--- src/sv/mtc_pkg.sv ---
package mtc_pkg;

  localparam int IM_W   = 18;
  localparam int MZ_W   = 32;
  localparam int CH_W   = 5;
  localparam int GAS_W  = 16;
  localparam int COEF_W = 32;
  localparam int CCS_W  = 23;

  localparam int MASS_W = 36;   // mz * charge, charge below 16
  localparam int IMCH_W = 21;   // positive im (17 bits) * charge (4 bits)
  localparam int PROD_W = 52;   // mass * gas_mass
  localparam int DEN_W  = 37;   // mass + gas16
  localparam int RED_W  = 24;   // reduced mass, Q.16
  localparam int ROOT_W = 28;   // sqrt(reduced << 32), Q.24
  localparam int NUM_W  = 53;   // im * charge * coef
  localparam int DVD_W  = 56;   // num * 4 + root / 2

  localparam int CFG_IDX_W = 1;

  localparam logic [GAS_W-1:0]  GAS_RST  = 16'd7168;
  localparam logic [COEF_W-1:0] COEF_RST = 32'd69443417;
  localparam logic [CCS_W-1:0]  CCS_MAX  = 23'h7FFFFF;

  typedef enum logic [CFG_IDX_W-1:0] {
    REG_GAS_MASS = 1'b0,
    REG_CCS_COEF = 1'b1
  } cfg_reg_t;

endpackage

--- src/sv/mtc_front.sv ---
module mtc_front (
  input  logic                          clk,
  input  logic                          rst_n,
  input  logic                          en,
  input  logic                          in_valid,
  input  logic [mtc_pkg::IM_W-1:0]      im,
  input  logic [mtc_pkg::MZ_W-1:0]      mz,
  input  logic [mtc_pkg::CH_W-1:0]      ch,
  input  logic [mtc_pkg::GAS_W-1:0]     gas,
  output logic                          out_valid,
  output logic                          out_bad,
  output logic [mtc_pkg::PROD_W-1:0]    out_prod,
  output logic [mtc_pkg::DEN_W-1:0]     out_den,
  output logic [mtc_pkg::IMCH_W-1:0]    out_imch
);

  logic                          v1_r, v2_r;
  logic                          bad1_r, bad2_r;
  logic [mtc_pkg::MASS_W-1:0]    mass1_r;
  logic [mtc_pkg::IMCH_W-1:0]    imch1_r, imch2_r;
  logic [mtc_pkg::PROD_W-1:0]    prod2_r;
  logic [mtc_pkg::DEN_W-1:0]     den2_r;
  logic                          bad_nxt;

  always_comb begin
    bad_nxt = im[mtc_pkg::IM_W-1] || (im == '0) || ch[mtc_pkg::CH_W-1] || (ch == '0);
  end

  always_ff @(posedge clk) begin
    if (!rst_n) begin
      v1_r <= 1'b0;
      v2_r <= 1'b0;
    end else if (en) begin
      v1_r <= in_valid;
      v2_r <= v1_r;
    end
  end

  always_ff @(posedge clk) begin
    if (en) begin
      bad1_r  <= bad_nxt;
      mass1_r <= mtc_pkg::MASS_W'(mz * ch[3:0]);
      imch1_r <= mtc_pkg::IMCH_W'(im[16:0] * ch[3:0]);
      bad2_r  <= bad1_r;
      prod2_r <= mtc_pkg::PROD_W'(mass1_r * gas);
      den2_r  <= {1'b0, mass1_r} + {13'b0, gas, 8'b0};
      imch2_r <= imch1_r;
    end
  end

  assign out_valid = v2_r;
  assign out_bad   = bad2_r;
  assign out_prod  = prod2_r;
  assign out_den   = den2_r;
  assign out_imch  = imch2_r;

endmodule

--- config.mk ---
export PLATFORM = sky130hd
export DESIGN_NAME = mtc_front
export DESIGN_NICKNAME = d
export VERILOG_FILES = /design/src/sv/mtc_pkg.sv /design/src/sv/mtc_front.sv
export SDC_FILE = /design/constraint.sdc
export NUM_CORES = 2
export LEC_CHECK = 0
export BUFFER_PORTS_ARGS = -buffer_cell sky130_fd_sc_hd__buf_2
export CORE_MARGIN = 5
export CORE_UTILIZATION = 45
export DETAILED_ROUTE_END_ITERATION = 10
export GPL_ROUTABILITY_DRIVEN = 0
export GPL_TIMING_DRIVEN = 0
export SYNTH_ARGS = -nofsm -noshare
export SYNTH_HDL_FRONTEND = slang
export SYNTH_SLANG_ARGS = --single-unit
export TNS_END_PERCENT = 10
--- constraint.sdc ---
create_clock -name clk -period 7.81 [get_ports clk]
set_input_delay 0.781 -clock clk [delete_from_list [all_inputs] [get_ports clk]]
set_output_delay 0.781 -clock clk [all_outputs]
set_load 0.02 [all_outputs]
==> flow_summary.json <==
{
  "hpwlAfterDp_um": 71900,
  "area_growth_pct": 8.74,
  "synth_fp_nets": 3998,
  "grt_pass1_vias": 23200,
  "portBuffers": 185,
  "dp.cells": 4203,
  "drv_cap": 0,
  "crit_path_start": "gas[7]",
  "synth.largest_area_cell": "fa_1",
  "outcome": "finished, final reports clean",
  "slowest_delay_ns": 0.65,
  "cp_slowest_cell": "o41ai_2",
  "place_ws_ns": -0.652,
  "placementRows": 94,
  "worstHoldPathType": "register to register",
  "postCtsHoldBufs": 0,
  "antenna_found_initial": 8,
  "synthDistinctLibCells": 72,
  "clockBufferDepth": 2,
  "grt_usage": 0.245,
  "synthCells": 3153,
  "synth.top_cell.area_share": 0.378,
  "finalCriticalPeriod_ns": 7.72,
  "clock-root-buffer": "clkbuf_16",
  "grt_pass1_wl_um": 134000,
  "drt_first_pass_iters": 5,
  "fp.dieW_um": 268,
  "clock.fmax_ghz": 0.130,
  "grt_max_degree": 101,
  "cts_tree": "built",
  "clk_pin_slew_ns": 0.07,
  "fin_crit_sh": 0.989,
  "crit_top_cell": "fa_1",
  "worstMarginPinSlew_ns": 1.08,
  "syn_area_mm2": 0.0300,
  "via_per_inst": 5.29,
  "drive_gt1_frac": 0.0790,
  "io_pins": 187,
  "ys_async_sr_fraction": 0,
  "insertion_delay_ns": 0.48,
  "path_class": "primary input to register",
  "ys_seq_elements": 171,
  "numCtsBuffers": 17,
  "instances_no_fill": 4234,
  "setup_viol": 0,
  "drt_iter0_markers": 1432,
  "cp_max_fo": 10,
  "dr_total_vias": 22400,
  "required_ns": 8.03,
  "h-tree-depth": 4,
  "synth_flop_cell": "edfxtp_1",
  "synth-edff-count": 169,
  "route.detailed.drc": 0,
  "fp.dieArea_mm2": 0.0718,
  "gr-total-overflow": 0,
  "yosysMostFrequentCell": "inv_1",
  "path_cells": "buf_2 -> clkbuf_1 -> clkbuf_1 -> nand2_1 -> fa_1 -> inv_1 -> fa_1 -> fa_1 -> fa_1 -> fa_1 -> inv_1 -> fa_1 -> inv_1 -> ha_1 -> buf_4 -> and2_1 -> and3_1 -> nor3b_1 -> a21oi_1 -> o41ai_2 -> a21boi_1 -> xnor2_1",
  "setup_ws_ns": 0.0891,
  "ys.warnings.count": 0,
  "cp_num_buf_inv": 7,
  "min_from": "imch1_r[12]$_DFFE_PP_",
  "wire_per_inst_um": 20.5,
  "clock-sinks": 171,
  "worst_ep_arrival_time_ns": 7.94,
  "postCtsSetupBuffers": 0,
  "final_hold_viol_count": 0,
  "yosys-top-cells-area": "fa_1, edfxtp_1, ha_1",
  "rsz0062_at_grt": "false",
  "end_kind": "register",
  "reg2reg_from": "mass1_r[9]$_DFFE_PP_",
  "avgSynthCellArea_um2": 9.50,
  "ant_nets": 0,
  "skew_ns": 0.0158,
  "maxSlewHeadroom": 0.283,
  "finalWirelength_um": 86800,
  "final_core_util": 0.495,
  "floorplan.initialDensity": 0.455,
  "crit_family": "adder cells",
  "hold_slack_ns": 0.419,
  "nNetsFinal": 4200,
  "yosys-top-cells-count": "inv_1, fa_1, nand2_1, and2_1, ha_1",
  "crit_path_start_kind": "primary input",
  "yosysSeqAreaShare": 0.171,
  "die_y_um": 268,
  "report.final.slew_viol_count": 0,
  "core_mm2": 0.0659
}
[layout make-up]
class / instances / area (um2)
tap: 864 / 1080
clock inverter: 13 / 141
fill: 6425 / 33300
antenna: 3 / 7.51
clock buffer: 18 / 429
multi-input combinational: 2242 / 22000
sequential: 171 / 5110
inverter: 593 / 2230
buffer: 144 / 574
timing repair buffer: 186 / 963
[flip-flops by register name (all words and copies together) (netlist names)]
| signal | cells |
|---|---|
| mass1_r | 36 |
| out_imch | 21 |
| out_den | 37 |
| imch1_r | 21 |
| out_bad | 1 |
| out_prod | 52 |
| out_valid | 1 |
| bad1_r | 1 |
| v1_r | 1 |
[final timing paths]
| kind | endpoint | slack, ns | cells past startpoint |
|---|---|---|---|
| min | out_imch[12]$_DFFE_PP_ | 0.42 | 0 |
| max | out_prod[46]$_DFFE_PP_ | 0.09 | 22 |
| max reg2reg | out_prod[46]$_DFFE_PP_ | 0.42 | 20 |
| min reg2reg | out_imch[12]$_DFFE_PP_ | 0.42 | 0 |
[layout by cell type, fill, tap and decap left out, types with 4 or more instances in the layout]
master,instances
inv_6,5
a211oi_1,7
nor4_1,5
buf_2,195
nand2_1,540
clkbuf_1,120
o211ai_1,8
a41oi_1,4
nand2b_1,8
a211o_1,6
a21boi_1,5
inv_1,593
and2_1,300
a21o_1,44
and3_1,21
fa_1,565
nor2_1,58
o21a_1,16
nor3_1,20
nand3_1,18
clkbuf_2,7
a21oi_1,108
ha_1,205
xor2_1,48
clkinvlp_4,4
o21ai_0,53
nor2b_1,8
buf_1,4
edfxtp_1,169
nand4_1,28
xnor2_1,73
o21ai_1,7
a31oi_1,11
clkbuf_16,17
and4_1,5
a31o_2,4
o21bai_1,15
[repair_timing]
item	4_1_cts	5_1_grt
gates cloned	0	0
pin swaps	0	0
setup endpoints to repair	3	10
gates resized for setup	1	10
[through the flow]
stage               cell area [um2]  TNS, ns
CTS                           32600        0
finish                        32600        0
floorplan                     30000        0
global route                  32600        0
detailed placement            32000    -6.55
global placement              32000    -6.56
[routing by layer]
layer  wire [um]  global-route usage  share of wire
met1       34200               0.309           0.39
met2       43500               0.424           0.50
met3        5310              0.0430          0.061
met4        3790              0.0970          0.044
met5          34                   0        0.00039
[kinds of logic after synthesis]
logic type / after synthesis / share of synthesized area
buffers and inverters: 740 / 0.0936
adders and majority gates: 770 / 0.463
and+or+nand+nor: 1024 / 0.163
muxes: 2 / 0.000668
DFF: 171 / 0.171
AOI/OAI and AO/OA: 325 / 0.0731
xor gates and xnor gates: 121 / 0.0354
Power is not shown: default switching activity piles up to over one toggle a cycle in this logic, so the estimate is an artifact.
