===== src/sv/mtc_pkg.sv =====
package mtc_pkg;

  localparam int IM_W   = 18;
  localparam int MZ_W   = 32;
  localparam int CH_W   = 5;
  localparam int GAS_W  = 16;
  localparam int COEF_W = 32;
  localparam int CCS_W  = 23;

  localparam int MASS_W = 36;   // mz * charge, charge below 16
  localparam int IMCH_W = 21;   // positive im (17 bits) * charge (4 bits)
  localparam int PROD_W = 52;   // mass * gas_mass
  localparam int DEN_W  = 37;   // mass + gas16
  localparam int RED_W  = 24;   // reduced mass, Q.16
  localparam int ROOT_W = 28;   // sqrt(reduced << 32), Q.24
  localparam int NUM_W  = 53;   // im * charge * coef
  localparam int DVD_W  = 56;   // num * 4 + root / 2

  localparam int CFG_IDX_W = 1;

  localparam logic [GAS_W-1:0]  GAS_RST  = 16'd7168;
  localparam logic [COEF_W-1:0] COEF_RST = 32'd69443417;
  localparam logic [CCS_W-1:0]  CCS_MAX  = 23'h7FFFFF;

  typedef enum logic [CFG_IDX_W-1:0] {
    REG_GAS_MASS = 1'b0,
    REG_CCS_COEF = 1'b1
  } cfg_reg_t;

endpackage


===== src/sv/mtc_isqrt.sv =====
// Digit-by-digit square root of reduced << 32, one root bit per stage.
module mtc_isqrt #(
  parameter int SW = 1
) (
  input  logic                         clk,
  input  logic                         rst_n,
  input  logic                         en,
  input  logic                         in_valid,
  input  logic [mtc_pkg::RED_W-1:0]    in_rad,
  input  logic [SW-1:0]                in_side,
  output logic                         out_valid,
  output logic [mtc_pkg::ROOT_W-1:0]   out_root,
  output logic [SW-1:0]                out_side
);

  localparam int N  = mtc_pkg::ROOT_W;
  localparam int RW = N + 1;
  localparam int XW = mtc_pkg::RED_W;

  logic [N-1:0]  v_r;
  logic [RW-1:0] rem_r  [N];
  logic [N-1:0]  root_r [N];
  logic [XW-1:0] rad_r  [N];
  logic [SW-1:0] side_r [N];

  function automatic logic [RW:0] sq_step(logic [RW-1:0] rem, logic [1:0] pr,
                                          logic [N-1:0] root);
    logic [RW+1:0] t;
    logic [RW+1:0] trial;
    logic [RW+1:0] s;
    t     = {rem, pr};
    trial = {1'b0, root, 2'b01};
    s     = t - trial;
    if (t >= trial) return {s[RW-1:0], 1'b1};
    return {t[RW-1:0], 1'b0};
  endfunction

  always_ff @(posedge clk) begin
    if (!rst_n) begin
      v_r <= '0;
    end else if (en) begin
      v_r <= {v_r[N-2:0], in_valid};
    end
  end

  always_ff @(posedge clk) begin
    if (en) begin
      for (int k = 0; k < N; k++) begin
        if (k == 0) begin
          {rem_r[k], root_r[k][0]} <= sq_step('0, in_rad[XW-1:XW-2], '0);
          root_r[k][N-1:1] <= '0;
          rad_r[k]  <= {in_rad[XW-3:0], 2'b00};
          side_r[k] <= in_side;
        end else begin
          {rem_r[k], root_r[k][0]} <= sq_step(rem_r[k-1], rad_r[k-1][XW-1:XW-2],
                                              root_r[k-1]);
          root_r[k][N-1:1] <= root_r[k-1][N-2:0];
          rad_r[k]  <= {rad_r[k-1][XW-3:0], 2'b00};
          side_r[k] <= side_r[k-1];
        end
      end
    end
  end

  assign out_valid = v_r[N-1];
  assign out_root  = root_r[N-1];
  assign out_side  = side_r[N-1];

endmodule


===== config.mk =====
export PLATFORM = sky130hd
export DESIGN_NAME = mtc_isqrt
export DESIGN_NICKNAME = d
export VERILOG_FILES = /design/src/sv/mtc_pkg.sv /design/src/sv/mtc_isqrt.sv
export SDC_FILE = /design/constraint.sdc
export NUM_CORES = 2
export LEC_CHECK = 0
export BUFFER_PORTS_ARGS = -buffer_cell sky130_fd_sc_hd__buf_2
export CAP_MARGIN = 20
export CORE_MARGIN = 5
export CORE_UTILIZATION = 45
export DETAILED_ROUTE_END_ITERATION = 10
export PLACE_DENSITY = 0.61
export REMOVE_ABC_BUFFERS = 1
export SLEW_MARGIN = 20
export SYNTH_ARGS = -nofsm -noshare
export SYNTH_HDL_FRONTEND = slang
export SYNTH_SLANG_ARGS = --single-unit

===== constraint.sdc =====
create_clock -name clk -period 6.7 [get_ports clk]
set_input_delay 1.005 -clock clk [delete_from_list [all_inputs] [get_ports clk]]
set_output_delay 1.005 -clock clk [all_outputs]
set_load 0.03 [all_outputs]

==> flow_summary_export.csv <==
group,metric,value,unit
setup_path,critical_path.max_stage_delay,640,ps
grt,grt_pass1_vias,42117,
die,rows,142,
sta,timing.fmax,0.223,GHz
clock_tree,cts_setup_buffers,0,
grt,grt_use_total,0.158,
route,drc,0,
place,place_hpwl,91200,um
layout,final_common_cell,"edfxtp_1",
hold_path,min_from,"in_rad[21]",
setup_path,worstPathArrival,4990,ps
setup_path,ff2ff_setup_slack,2210,ps
synthesis,postSynthAreaPerCell,11.9,um^2
layout,antennaDiodeCount,0,
place,place_congestion,0.891,
sta,max_slew_margin,0.234,
sta,grt_setup_unrepaired,"false",
route,wl_met1,52000,um
clock_tree,cts.clk_slew.worst_paths,60,ps
route,wl_met2,64300,um
pwr,power.density,319,nW/um^2
pwr,pwr-share-seq,0.467,
clock_tree,cts_buffer_depth,3,
sta,fin_skew,28.8,ps
synthesis,netlist_area,67900,um^2
sta,slew_violations,0,
pwr,p_sw,6.67,mW
clock_tree,cts_buffers,148,
route,wl,125000,um
job,cap_viol_max_count,0,
synthesis,synthCells,5705,
pwr,p_total,24.1,mW
place,port_buffers,58,
setup_path,endpoint_kind,"flip-flop",
die,die-area,159000,um^2
setup_path,worst_ep_required_time,7200,ps
sta,final.setup.tns,0,ps
hold_path,holdPathEnd,"rad_r[0][21]",
grt,grt-ovfl-total,0,
route,wl_per_cell,15.7,um
route,met3WireLength,4330,um
clock_tree,cts_hold_buf,0,
clock_tree,clock-sinks,1322,
route,top_layer_used,"met4",
synthesis,seq_area_frac_synth,0.581,
clock_tree,cts_tree,"yes",
grt,grt_start_max_net_pins,163,
layout,drive_above_1_share,0.0759,
grt,grt_pass1_wl,207000,um
sta,worst_pin_slew,1150,ps
synthesis,ys_seq_elements,1322,
synthesis,synth_flop_cell,"edfxtp_1",
sta,hold_violations,0,
die,ioPinCount,59,
setup_path,crit_slowest_cell,"nor2_1",
die,coreArea,150000,um^2
layout,syn_to_final_growth,11.2,%
die,die_x,398,um
setup_path,crit_top_cell,"inv_1",
synthesis,synth-edff-count,1294,
pwr,max-vdd-ir-drop,0.000251,V
hold_path,hold-path-cell-count,1,
clock_tree,cts_resized,0,
die,initial_utilization,0.453,
pwr,p_int,17.4,mW
pwr,power.share.combinational,0.201,
synthesis,ys_types,81,
setup_path,cp_max_fo,24,
place,placed_cell_area,70600,um^2
sta,post-route-min-period,4490,ps
synthesis,yosys_warnings,0,
pwr,p_clk_frac,0.333,
route,drt-initial-drc-count,2162,
layout,final_nets,6273,
setup_path,reg2reg_from,"rem_r[146]",
status,status,"completed",
synthesis,async_flop_share,0,
clock_tree,clockRootBuffer,"clkbuf_16",
route,antenna_left,0,
setup_path,ff2ff_path_depth,13,
route,vias,42075,
grt,antenna_found_initial,0,
setup_path,rr_endpoint,"rem_r[143]",
sta,setup_viol,0,
setup_path,worst-setup-path-type,"reg2reg",
setup_path,crit_chain,"ha_1 > inv_1 > fa_1 > nor2b_1 > o31a_1 > o31ai_1 > a31oi_1 > a41oi_1 > nor3_1 > nor2_1 > inv_1 > o211ai_1 > xnor2_1",
layout,final_cell_mix,"edfxtp_1, inv_1, nor2_1, ha_1, nand2_1",
hold_path,hold_path_class,"in2reg",
setup_path,start_kind,"flip-flop",
sta,fin_crit_sh,0.671,
clock_tree,clock_latency,770,ps
pwr,p_sw_frac,0.277,
route,dr.pass1.iters,8,
layout,stdcell_area,75500,um^2
die,die_h,398,um
route,drt-vias-per-instance,5.28,
clock_tree,htreeDepth,4,
pwr,p_leak,29.1,nW
-- cells by family after synthesis --
family	synth area share
and+or+nand+nor	0.113
adders and majority gates	0.0763
xor gates and xnor gates	0.0690
buffers and inverters	0.0371
AOI/OAI and AO/OA	0.106
other	0.0000552
DFF	0.581
muxes	0.0181
-- stage by stage --
step	hold slack (ps)	util	setup slack, ps	instances
after floorplan	400	-	1220	5589
after global placement	403	0.471	2390	7705
after detailed placement	405	0.471	2250	7705
after CTS	333	0.503	2230	7972
after global routing	349	0.503	1790	7972
final	408	0.503	2210	7972
-- power groups by stage --
stage | Combinational [mW] | Clock, mW | Sequential [mW]
floorplan | 3.68 | 0 | 11.2
global placement | 4.72 | 0 | 11.4
detailed placement | 4.82 | 0 | 11.4
CTS | 4.85 | 8.26 | 11.2
global route | 5.45 | 8.63 | 11.3
finish | 4.83 | 8.01 | 11.2
-- worst max-delay path, delay by kind of cell (launching register included) --
family | cells | cell delay [ps]
simple gates | 3 | 860
flops | 1 | 390
fa+ha+maj | 2 | 450
xor+xnor | 1 | 90
compound gates | 5 | 1760
buf+inv | 2 | 680
-- worst max path at each step --
stage / from / end / slack [ps]
5_1_grt: rem_r[146] / rem_r[143] / 1790
3_3_place_gp: rem_r[146] / rem_r[143] / 2390
2_1_floorplan: root_r[337] / rem_r[347] / 1220
6_report: rem_r[146] / rem_r[143] / 2210
3_5_place_dp: rem_r[146] / rem_r[143] / 2250
4_1_cts: rem_r[146] / rem_r[143] / 2230
-- synth_stat cells, types with 105 or more instances --
cell	count	area [um^2]
ha_1	390	4880
nand2b_1	105	657
xor2_1	287	2510
o21ai_0	309	1550
nand2_1	369	1390
nor2_1	393	1480
a21oi_1	339	1700
inv_1	520	1950
nor3_1	141	706
a21o_1	127	953
xnor2_1	248	2170
edfxtp_1	1294	38900
-- final cells by class --
class                      instances  area [um^2]
sequential                      1322        39400
clock buffer                     182         3940
inverter                         521         1960
timing repair buffer             100          733
multi-input combinational       3746        26000
fill                           13147        74500
clock inverter                    85          927
tap                             2016         2520
-- sequential cells by signal (all words and copies together), names as in the netlist --
signal    count
rem_r       743
root_r      363
rad_r       132
out_root     28
side_r       28
v_r          28
-- metal layers --
layer,vias up,GRT usage
met5,-,0
met4,0,0.0659
met1,20072,0.185
met2,638,0.288
met3,296,0.0253
li1,21069,-
Power figures use the tool's default switching activity.
