File: config.mk
export PLATFORM = sky130hd
export DESIGN_NAME = mtc_scale
export DESIGN_NICKNAME = d
export VERILOG_FILES = /design/src/sv/mtc_pkg.sv /design/src/sv/mtc_scale.sv
export SDC_FILE = /design/constraint.sdc
export NUM_CORES = 2
export LEC_CHECK = 0
export BUFFER_PORTS_ARGS = -buffer_cell sky130_fd_sc_hd__buf_2
export CAP_MARGIN = 20
export CORE_AREA = 2 2 225 227
export DETAILED_ROUTE_END_ITERATION = 10
export DIE_AREA = 0 0 227 229
export GPL_TIMING_DRIVEN = 0
export PLACE_DENSITY = 0.78
export REMOVE_ABC_BUFFERS = 1
export SLEW_MARGIN = 20
export SYNTH_ARGS = -nofsm -noshare
export SYNTH_HDL_FRONTEND = slang
export SYNTH_SLANG_ARGS = --single-unit
File: constraint.sdc
create_clock -name clk -period 9.1 [get_ports clk]
set_input_delay 0.455 -clock clk [delete_from_list [all_inputs] [get_ports clk]]
set_output_delay 0.455 -clock clk [all_outputs]
set_load 0.02 [all_outputs]
File: src/sv/mtc_pkg.sv
package mtc_pkg;

  localparam int IM_W   = 18;
  localparam int MZ_W   = 32;
  localparam int CH_W   = 5;
  localparam int GAS_W  = 16;
  localparam int COEF_W = 32;
  localparam int CCS_W  = 23;

  localparam int MASS_W = 36;   // mz * charge, charge below 16
  localparam int IMCH_W = 21;   // positive im (17 bits) * charge (4 bits)
  localparam int PROD_W = 52;   // mass * gas_mass
  localparam int DEN_W  = 37;   // mass + gas16
  localparam int RED_W  = 24;   // reduced mass, Q.16
  localparam int ROOT_W = 28;   // sqrt(reduced << 32), Q.24
  localparam int NUM_W  = 53;   // im * charge * coef
  localparam int DVD_W  = 56;   // num * 4 + root / 2

  localparam int CFG_IDX_W = 1;

  localparam logic [GAS_W-1:0]  GAS_RST  = 16'd7168;
  localparam logic [COEF_W-1:0] COEF_RST = 32'd69443417;
  localparam logic [CCS_W-1:0]  CCS_MAX  = 23'h7FFFFF;

  typedef enum logic [CFG_IDX_W-1:0] {
    REG_GAS_MASS = 1'b0,
    REG_CCS_COEF = 1'b1
  } cfg_reg_t;

endpackage

File: src/sv/mtc_scale.sv
// Numerator product, then rounding add and overflow check against root << 24.
module mtc_scale (
  input  logic                         clk,
  input  logic                         rst_n,
  input  logic                         en,
  input  logic                         in_valid,
  input  logic                         in_bad,
  input  logic [mtc_pkg::IMCH_W-1:0]   in_imch,
  input  logic [mtc_pkg::ROOT_W-1:0]   in_root,
  input  logic [mtc_pkg::COEF_W-1:0]   coef,
  output logic                         out_valid,
  output logic                         out_bad,
  output logic                         out_ovf,
  output logic [mtc_pkg::DVD_W-1:0]    out_dvd,
  output logic [mtc_pkg::ROOT_W-1:0]   out_root
);

  logic                        va_r, vb_r;
  logic                        bada_r, badb_r;
  logic [mtc_pkg::NUM_W-1:0]   num_r;
  logic [mtc_pkg::ROOT_W-1:0]  roota_r, rootb_r;
  logic [mtc_pkg::DVD_W-1:0]   dvd_nxt, dvd_r;
  logic                        ovf_r;

  always_comb begin
    dvd_nxt = {1'b0, num_r, 2'b00} + {29'b0, roota_r[mtc_pkg::ROOT_W-1:1]};
  end

  always_ff @(posedge clk) begin
    if (!rst_n) begin
      va_r <= 1'b0;
      vb_r <= 1'b0;
    end else if (en) begin
      va_r <= in_valid;
      vb_r <= va_r;
    end
  end

  always_ff @(posedge clk) begin
    if (en) begin
      bada_r  <= in_bad;
      num_r   <= mtc_pkg::NUM_W'(in_imch * coef);
      roota_r <= in_root;
      badb_r  <= bada_r;
      dvd_r   <= dvd_nxt;
      rootb_r <= roota_r;
      // quotient would need 24 or more bits; also catches a zero root
      ovf_r   <= dvd_nxt[55:24] >= {4'b0, roota_r};
    end
  end

  assign out_valid = vb_r;
  assign out_bad   = badb_r;
  assign out_ovf   = ovf_r;
  assign out_dvd   = dvd_r;
  assign out_root  = rootb_r;

endmodule

==> impl_metrics.toml <==
[grt]
track_usage_pct = 28.08
pin_count_of_the_biggest_net_entering_global_routing = 103
global_route_wire_length_before_repair_mm = 115.9
grt_remaining_overflow = 0
number_of_global_route_vias_before_repair = 23460
initial_antenna_violation_count = 0

[detailed_routing]
route.detailed.drc = 0
wire_length_per_cell_after_detailed_routing_microns = 18.34
final_antenna_net_count = 0
finalWirelength_mm = 68.89
drt_pass1_iterations = 7
vias_per_cell = 5.591
detail_route.iter0.violations = 1452
vias = 21010

[job]
cap_violations = 0

[clocking]
post_cts_buffers = 0
insertion_delay_ns = 0.43
clkTransAtPathRegs_ns = 0.07
resized_after_cts = 0
cts_htree_levels = 4
cts_hold_buffers = 0
cts_tree = "built"
cts_root_buffer = "sky130_fd_sc_hd__clkbuf_16"
cts_max_path_buffers = 2
cts.sinks = 168
cts-buffers-inserted = 17

[timing]
timing.final.max_slew_violations = 0
maxClockFrequency_mhz = 135.9
clock-skew-final_ns = 0.01176
layout_worst_path_cycle_share_pct = 80.85
finalSetupTns_ns = 0
post-route-worst-setup-slack_ns = 1.743
finalHoldViolations = 0
timing.slew.headroom_pct = 42.99
finalSetupViolations = 0
worstMarginPinSlew_ns = 0.8551
period_minus_slack_ns = 7.357
rsz0062_at_grt = "false"

[cells_and_area]
utilization_pct = 62.70
flow.area_growth_from_synthesis_pct = 5.795
postLayoutCellArea_sq_um = 31140
layout.filler_cells = 4046
area_taken_by_flip_flops_and_latches_sq_um = 5025
finish.net_count = 3942
num_antenna_cells = 0
multi_input_comb_area_sq_um = 21300
final_layout_size_suffix_gt1_share_pct = 7.585

[synth]
synth_cells = 3024
postSynth.topFlopCell = "sky130_fd_sc_hd__edfxtp_1"
synthesis.area_per_instance_sq_um = 9.732
number_of_synthesized_flops_with_an_enable_pin = 166
number_of_warning_messages_in_the_yosys_log = 0
yosys_register_bits = 168
post_synth_num_cell_types = 77
synth_seq_area_share_pct = 17.07
synth-async-reset-ratio_pct = 0
mappedNetlistArea_sq_um = 29430

[die]
floorplan.die_area_sq_um = 51980
floorplan.die.width_microns = 227
rows = 82
core_sq_um = 49660
initial_core_util_pct = 59.27
io_pins = 173
floorplan.die.height_microns = 229

[min_path]
min_from = "in_root[26]"
timing.hold.worst.class = "in -> reg"

[outcome]
run_status = "finished clean"

[critical_path]
cp-start-kind = "primary input"
worst-endpoint-required_ns = 9.28
worst-endpoint-arrival_ns = 7.54
crit_fanout = 32
crit_path_start = "in_imch[6]"
worst-setup-path-type = "in -> reg"
critical_path.endpoint_type = "register"
r2r-start = "roota_r[3]"

[placement]
placed_cell_area_sq_um = 30590
preCtsSetupSlack_ns = 1.315
port_buffers = 172
place_hpwl_mm = 55.41
finalWeightedCongestion = 0.9445
cell usage after synthesis (all sizes together), types with 9 or more instances:
| library cell | instances | area (sq um) |
|---|---|---|
| fa | 568 | 11370 |
| nand2 | 364 | 1369 |
| o21ai | 49 | 245.2 |
| nand3 | 32 | 165.2 |
| xor2 | 28 | 245.2 |
| inv | 672 | 2522 |
| nor2 | 37 | 143.9 |
| clkbuf | 137 | 526.8 |
| o21a | 10 | 75.07 |
| and3 | 15 | 95.09 |
| a21oi | 78 | 397.9 |
| a211oi | 12 | 100.1 |
| nor2b | 16 | 100.1 |
| a21o | 51 | 384.1 |
| xnor2 | 69 | 604.3 |
| edfxtp | 166 | 4985 |
| ha | 216 | 2703 |
| and2 | 376 | 2355 |
| nor3 | 15 | 91.34 |
| o21bai | 9 | 67.56 |
| nand2b | 11 | 68.82 |
| nand4 | 20 | 125.1 |
cell type report:
cell class / instances / area share [%]
multi-input cells: 2040 / 68.42
flip-flops and latches: 168 / 16.14
inverters: 672 / 8.101
repair buffers: 173 / 2.885
well taps: 672 / 2.700
clock buffers: 18 / 1.378
clock inverters: 14 / 0.3737
kinds of logic after synthesis:
| family | count (synthesis) | synth area share (%) |
|---|---|---|
| xor+xnor | 97 | 2.887 |
| compound gates | 257 | 5.858 |
| mux | 2 | 0.06802 |
| buf+inv | 816 | 10.56 |
| flops | 168 | 17.07 |
| fa+ha+maj | 784 | 47.82 |
| simple gates | 900 | 15.74 |
final timing paths:
| check | to | slack [ns] | cells after the start |
|---|---|---|---|
| hold / removal | roota_r[26] | 0.20 | 1 |
| hold reg to reg | out_bad | 0.42 | 0 |
| setup reg to reg | out_ovf | 3.77 | 22 |
| setup / recovery | num_r[50] | 1.74 | 23 |
layer usage:
layer  GRT usage [%]  part of all wire [%]
met5               0                     0
met4           8.129                   2.4
met3           3.733                   6.7
met2           49.56                    51
met1           36.14                    40
metrics by stage:
step	cells	hold slack [ns]
final	3757	0.1984
after detailed placement	3725	0.4105
after CTS	3757	0.1833
after global routing	3757	0.1822
after global placement	3724	0.4149
after floorplan	2880	0.4003
critical path, stage by stage:
cell and delay (ns):
sky130_fd_sc_hd__buf_2 0.63, sky130_fd_sc_hd__nand2_1 0.19, sky130_fd_sc_hd__fa_1 0.58, sky130_fd_sc_hd__fa_1 0.52
sky130_fd_sc_hd__fa_1 0.51, sky130_fd_sc_hd__inv_1 0.05, sky130_fd_sc_hd__fa_1 0.55, sky130_fd_sc_hd__fa_1 0.44
sky130_fd_sc_hd__fa_1 0.55, sky130_fd_sc_hd__inv_1 0.07, sky130_fd_sc_hd__fa_1 0.48, sky130_fd_sc_hd__inv_1 0.04
sky130_fd_sc_hd__ha_1 0.39, sky130_fd_sc_hd__and3_1 0.27, sky130_fd_sc_hd__nand3_1 0.13, sky130_fd_sc_hd__o21ai_1 0.30
sky130_fd_sc_hd__nor3_4 0.12, sky130_fd_sc_hd__o31ai_2 0.29, sky130_fd_sc_hd__and2_4 0.20, sky130_fd_sc_hd__a41oi_2 0.15
sky130_fd_sc_hd__a41oi_2 0.27, sky130_fd_sc_hd__a41oi_1 0.17, sky130_fd_sc_hd__xnor2_1 0.15
sequential cells by signal, summed over array words and instances (netlist names):
signal     cells
out_dvd       54
out_bad        1
bada_r         1
out_root      28
roota_r       28
out_ovf        1
va_r           1
out_valid      1
num_r         53
layout by cell type, fill, tap and decap left out, types with 3 or more instances in the layout:
cell / n
sky130_fd_sc_hd__a211oi_1: 10
sky130_fd_sc_hd__a21o_1: 50
sky130_fd_sc_hd__a21oi_1: 76
sky130_fd_sc_hd__a31oi_1: 8
sky130_fd_sc_hd__a41oi_2: 4
sky130_fd_sc_hd__and2_1: 375
sky130_fd_sc_hd__and3_1: 14
sky130_fd_sc_hd__and4_1: 4
sky130_fd_sc_hd__buf_2: 171
sky130_fd_sc_hd__clkbuf_16: 17
sky130_fd_sc_hd__clkinv_4: 4
sky130_fd_sc_hd__edfxtp_1: 166
sky130_fd_sc_hd__fa_1: 568
sky130_fd_sc_hd__ha_1: 216
sky130_fd_sc_hd__inv_1: 672
sky130_fd_sc_hd__inv_6: 4
sky130_fd_sc_hd__nand2_1: 363
sky130_fd_sc_hd__nand2b_1: 11
sky130_fd_sc_hd__nand3_1: 31
sky130_fd_sc_hd__nand4_1: 20
sky130_fd_sc_hd__nor2_1: 35
sky130_fd_sc_hd__nor2b_1: 16
sky130_fd_sc_hd__nor3_1: 12
sky130_fd_sc_hd__o211ai_1: 3
sky130_fd_sc_hd__o21a_1: 10
sky130_fd_sc_hd__o21ai_0: 39
sky130_fd_sc_hd__o21ai_1: 10
sky130_fd_sc_hd__o21bai_1: 9
sky130_fd_sc_hd__o22ai_1: 3
sky130_fd_sc_hd__o31ai_1: 3
sky130_fd_sc_hd__xnor2_1: 69
sky130_fd_sc_hd__xor2_1: 28
Power is left out: the tool's default activity adds up to more than one toggle a clock period on the data nets, which glitch-free logic cannot reach.
